===== src/rtl/scp_pkg.sv =====
// Shared types and constants for the skyline contour placement block.
// Used by the controller, the datapath, the top level and the checker.
package scp_pkg;

  localparam int COORD_BITS    = 16;
  localparam int HEIGHT_BITS   = 20;
  localparam int BLOCK_H_BITS  = 16;
  localparam int BASE_Y_BITS   = 20;
  localparam int STATUS_BITS   = 2;
  localparam int MAX_SEGMENTS_DEF = 64;

  localparam logic [STATUS_BITS-1:0] ST_OK    = 2'd0;
  localparam logic [STATUS_BITS-1:0] ST_FULL  = 2'd1;
  localparam logic [STATUS_BITS-1:0] ST_EMPTY = 2'd2;
  localparam logic [STATUS_BITS-1:0] ST_SAT   = 2'd3;

  // Write slot within one segment step.
  typedef enum logic [1:0] {
    PH_NONE,
    PH_LEFT,
    PH_NEW,
    PH_RIGHT
  } phase_t;

  typedef struct packed {
    logic   capture;
    logic   do_clear;
    logic   res_empty;
    logic   rd_first;
    logic   load_cur;
    logic   rd_next;
    logic   latch_end;
    logic   set_tail;
    logic   inc_i;
    phase_t ph;
    logic   commit;
  } cmd_t;

  typedef struct packed {
    logic is_clear;
    logic empty_span;
    logic more;
  } sts_t;

endpackage


===== src/rtl/scp_ctrl.sv =====
// Controller: sequences capture, the segment walk, the commit and the output beat.
// Depends on scp_pkg; drives scp_datapath through scp_pkg::cmd_t.
module scp_ctrl (
  input  logic          clk,
  input  logic          rst,
  input  logic          in_valid,
  output logic          in_ready,
  output logic          out_valid,
  input  logic          out_ready,
  input  scp_pkg::sts_t sts,
  output scp_pkg::cmd_t cmd
);

  localparam logic [3:0] S_IDLE   = 4'd0;
  localparam logic [3:0] S_DECODE = 4'd1;
  localparam logic [3:0] S_LOAD   = 4'd2;
  localparam logic [3:0] S_NEXT   = 4'd3;
  localparam logic [3:0] S_PH0    = 4'd4;
  localparam logic [3:0] S_PH1    = 4'd5;
  localparam logic [3:0] S_PH2    = 4'd6;
  localparam logic [3:0] S_FIX    = 4'd7;

  logic [3:0] state, state_next;
  logic       can_emit;
  logic       emit;

  assign in_ready = (state == S_IDLE);
  assign can_emit = !out_valid || out_ready;

  always_comb begin
    cmd        = '0;
    cmd.ph     = scp_pkg::PH_NONE;
    state_next = state;
    emit       = 1'b0;
    unique case (state)
      S_IDLE: begin
        if (in_valid) begin
          cmd.capture = 1'b1;
          state_next  = S_DECODE;
        end
      end
      S_DECODE: begin
        if (sts.is_clear) begin
          if (can_emit) begin
            cmd.do_clear = 1'b1;
            emit         = 1'b1;
            state_next   = S_IDLE;
          end
        end else if (sts.empty_span) begin
          if (can_emit) begin
            cmd.res_empty = 1'b1;
            emit          = 1'b1;
            state_next    = S_IDLE;
          end
        end else begin
          cmd.rd_first = 1'b1;
          state_next   = S_LOAD;
        end
      end
      S_LOAD: begin
        cmd.load_cur = 1'b1;
        if (sts.more) begin
          cmd.rd_next = 1'b1;
          state_next  = S_NEXT;
        end else begin
          cmd.set_tail = 1'b1;
          state_next   = S_PH0;
        end
      end
      S_NEXT: begin
        cmd.latch_end = 1'b1;
        state_next    = S_PH0;
      end
      S_PH0: begin
        cmd.ph     = scp_pkg::PH_LEFT;
        state_next = S_PH1;
      end
      S_PH1: begin
        cmd.ph     = scp_pkg::PH_NEW;
        state_next = S_PH2;
      end
      S_PH2: begin
        cmd.ph = scp_pkg::PH_RIGHT;
        if (sts.more) begin
          cmd.inc_i  = 1'b1;
          state_next = S_LOAD;
        end else begin
          state_next = S_FIX;
        end
      end
      S_FIX: begin
        if (can_emit) begin
          cmd.commit = 1'b1;
          emit       = 1'b1;
          state_next = S_IDLE;
        end
      end
      default: state_next = S_IDLE;
    endcase
  end

  always_ff @(posedge clk) begin
    if (rst) begin
      state     <= S_IDLE;
      out_valid <= 1'b0;
    end else begin
      state <= state_next;
      if (emit) begin
        out_valid <= 1'b1;
      end else if (out_ready) begin
        out_valid <= 1'b0;
      end
    end
  end

endmodule


===== config.mk =====
export PLATFORM = sky130hd
export DESIGN_NAME = scp_ctrl
export DESIGN_NICKNAME = d
export VERILOG_FILES = /design/src/rtl/scp_pkg.sv /design/src/rtl/scp_ctrl.sv
export SDC_FILE = /design/constraint.sdc
export NUM_CORES = 1
export LEC_CHECK = 0
export ABC_AREA = 1
export ABC_CLOCK_PERIOD_IN_PS = 3000
export BUFFER_PORTS_ARGS = -buffer_cell sky130_fd_sc_hd__buf_2
export CAP_MARGIN = 20
export CORE_AREA = 3 3 40 42
export DETAILED_ROUTE_END_ITERATION = 8
export DIE_AREA = 0 0 43 45
export HOLD_SLACK_MARGIN = 0.05
export PLACE_DENSITY_LB_ADDON = 0.25
export SYNTH_ARGS = -nofsm -noshare
export SYNTH_HDL_FRONTEND = slang
export SYNTH_SLANG_ARGS = --single-unit

===== constraint.sdc =====
create_clock -name clk -period 3 [get_ports clk]
set_input_delay 0.3 -clock clk [delete_from_list [all_inputs] [get_ports clk]]
set_output_delay 0.3 -clock clk [all_outputs]
set_load 0.05 [all_outputs]

==> out/qor.yml <==
global_route:
  grt_pass1_vias: 430
  grt-ovfl-total: 0
  grt_pass1_wl_um: 1580
  grt_usage_pct: 10.9
  antenna_found_initial: 0
  grt_max_degree: 8
drt:
  drt_iter0_drc: 2
  via_per_inst: 4.25
  route.final.wire_length_um: 934
  vias: 463
  wl_per_cell_um: 8.57
  drcViolationCount: 0
  drt-pass1-iter-count: 2
  ant_nets: 0
clock_network:
  holdBufCountCts: 0
  cts_max_level: 1
  clockBufferDepth: 2
  cts_resized: 0
  clk_latency_ns: 0.24
  cts_buffers: 3
  path_clk_slew_ns: 0.04
  cts.sinks: 5
  cts-root-buf: "clkbuf_4"
  post_cts_buffers: 0
  cts_tree: "yes"
cells_and_area:
  final_common_cell: "buf_2"
  antenna_cells: 0
  drive_gt1_share_pct: 35.1
  mostFrequentLayoutCells: "buf_2, nand2_1, nor2_1, inv_1, nand3_1"
  area_growth_pct: 35.5
  nNetsFinal: 102
  design_area_um2: 554
floorplanning:
  core-area_um2: 1280
  io_pins: 21
  rows: 13
  initial_core_util_pct: 31.8
  die_height_um: 45
  dieArea_um2: 1940
  fp.dieW_um: 43
pwr:
  power.leakage_uw: 0.000345
  p_per_area_nw_per_um2: 324
  irDropWorstVdd_uv: 184
  power.total_uw: 180
sta:
  final_hold_viol_count: 0
  grt_setup_unrepaired: "false"
  finalCritPeriodShare_pct: 57.1
  skew_ns: 0.00100
  setup_viol: 0
  fin_crit_ns: 1.71
  tns_ns: 0
  final_max_slew_viol_count: 0
  fmax_mhz: 584
critical_path:
  path_max_fanout: 4
  cp_cell_sequence: "inv_2, nor2_2, nand2_1, nor4_1, buf_2"
  cp.required_ns: 2.70
  critPathMaxStageDelay_ns: 0.39
  crit_buf_inv: 2
  cp_top_family: "flip-flops"
  critPathLaunchType: "flip-flop"
  worstPathArrival_ns: 1.41
  critPathSlowestCell: "dfxtp_1"
  crit_type: "reg -> out"
  endpoint_kind: "output pin"
outcome:
  status: "complete, no violations"
job:
  maxCapViolations: 0
synthesis:
  synthTopCellsByArea: "dfxtp_1, nand2_1, nor2_1, nor2_4, inv_1"
  syn_area_um2: 409
  yosysTopAreaCellShare_pct: 24.5
  syn_nets: 77
  synthCells: 70
  ys_warn_count: 0
  ys_types: 17
  syn_avg_cell_area_um2: 5.84
  ys_ff_latch: 5
  ys_seq_area_share_pct: 24.5
  synth_top_area_cell: "dfxtp_1"
placed_design:
  hpwl_um: 804
  place_congestion: 0.769
  placed_cell_area_um2: 528
  io_buffers: 20
min_path:
  hold_class: "in -> reg"
==> stage by stage <==
stage	cells	setup WS [ns]	utilization, %	hold slack (ns)
global route	109	1.17	43.1	0.262
finish	109	1.29	43.1	0.260
global placement	105	1.57	41.1	0.505
floorplan	70	0.524	-	0.372
detailed placement	105	1.53	41.1	0.513
CTS	109	1.26	43.1	0.252
==> cells in the mapped netlist, drive strengths merged <==
library cell  count
dfxtp             5
clkinv            1
a211oi            1
nand3             8
conb              1
nand2            15
nor3              3
nor4              1
a21oi             2
o21bai            1
inv              14
nor2             18
==> worst paths after layout <==
| check | end | cells after the start | start | slack (ns) |
|---|---|---|---|---|
| worst max register to register | state[2]$_SDFFE_PP0P_ | 4 | state[1]$_SDFFE_PP0P_ | 1.93 |
| worst min-delay path | state[2]$_SDFFE_PP0P_ | 2 | rst | 0.26 |
| worst max-delay path | cmd[9] | 5 | state[0]$_SDFFE_PP0P_ | 1.29 |
| worst min register to register | state[0]$_SDFFE_PP0P_ | 4 | out_valid$_SDFFE_PP0P_ | 0.61 |
==> sequential cells by signal, summed over array words and instances, names as in the netlist <==
name	count
out_valid	1
state	4
==> logic make-up (layout without fill, tap and decap cells) <==
family	Yosys count	in the layout	synth area share, %
simple gates	45	45	53.8
buf+inv	15	39	13.8
flops	5	5	24.5
other cells	1	1	0.917
compound gates	4	4	7.03
==> power by group <==
group | internal, µW | switching (µW) | total (µW) | leakage [µW]
Sequential | 68.3 | 2.44 | 70.8 | 0.0000408
Combinational | 8.98 | 22.3 | 31.3 | 0.000289
Clock | 50.3 | 27.4 | 77.6 | 0.0000150
Total | 128 | 52.1 | 180 | 0.000345
==> routing by layer <==
| layer | vias up | routed length (µm) | GRT usage, % |
|---|---|---|---|
| li1 | 260 | - | - |
| met1 | 197 | 408 | 11.5 |
| met2 | 6 | 486 | 19.2 |
| met3 | 0 | 40 | 1.59 |
| met4 | 0 | 0 | 9.04 |
| met5 | - | 0 | 0 |
==> final cells by class <==
cell class,count,area [µm²]
Fill cell,153,731
Tap cell,15,18.8
Multi-Input combinational cell,50,253
Sequential cell,5,100
Timing Repair Buffer,20,100
Inverter,15,56.3
Clock buffer,4,26.3
No activity file was read; power rests on OpenSTA's default activity.
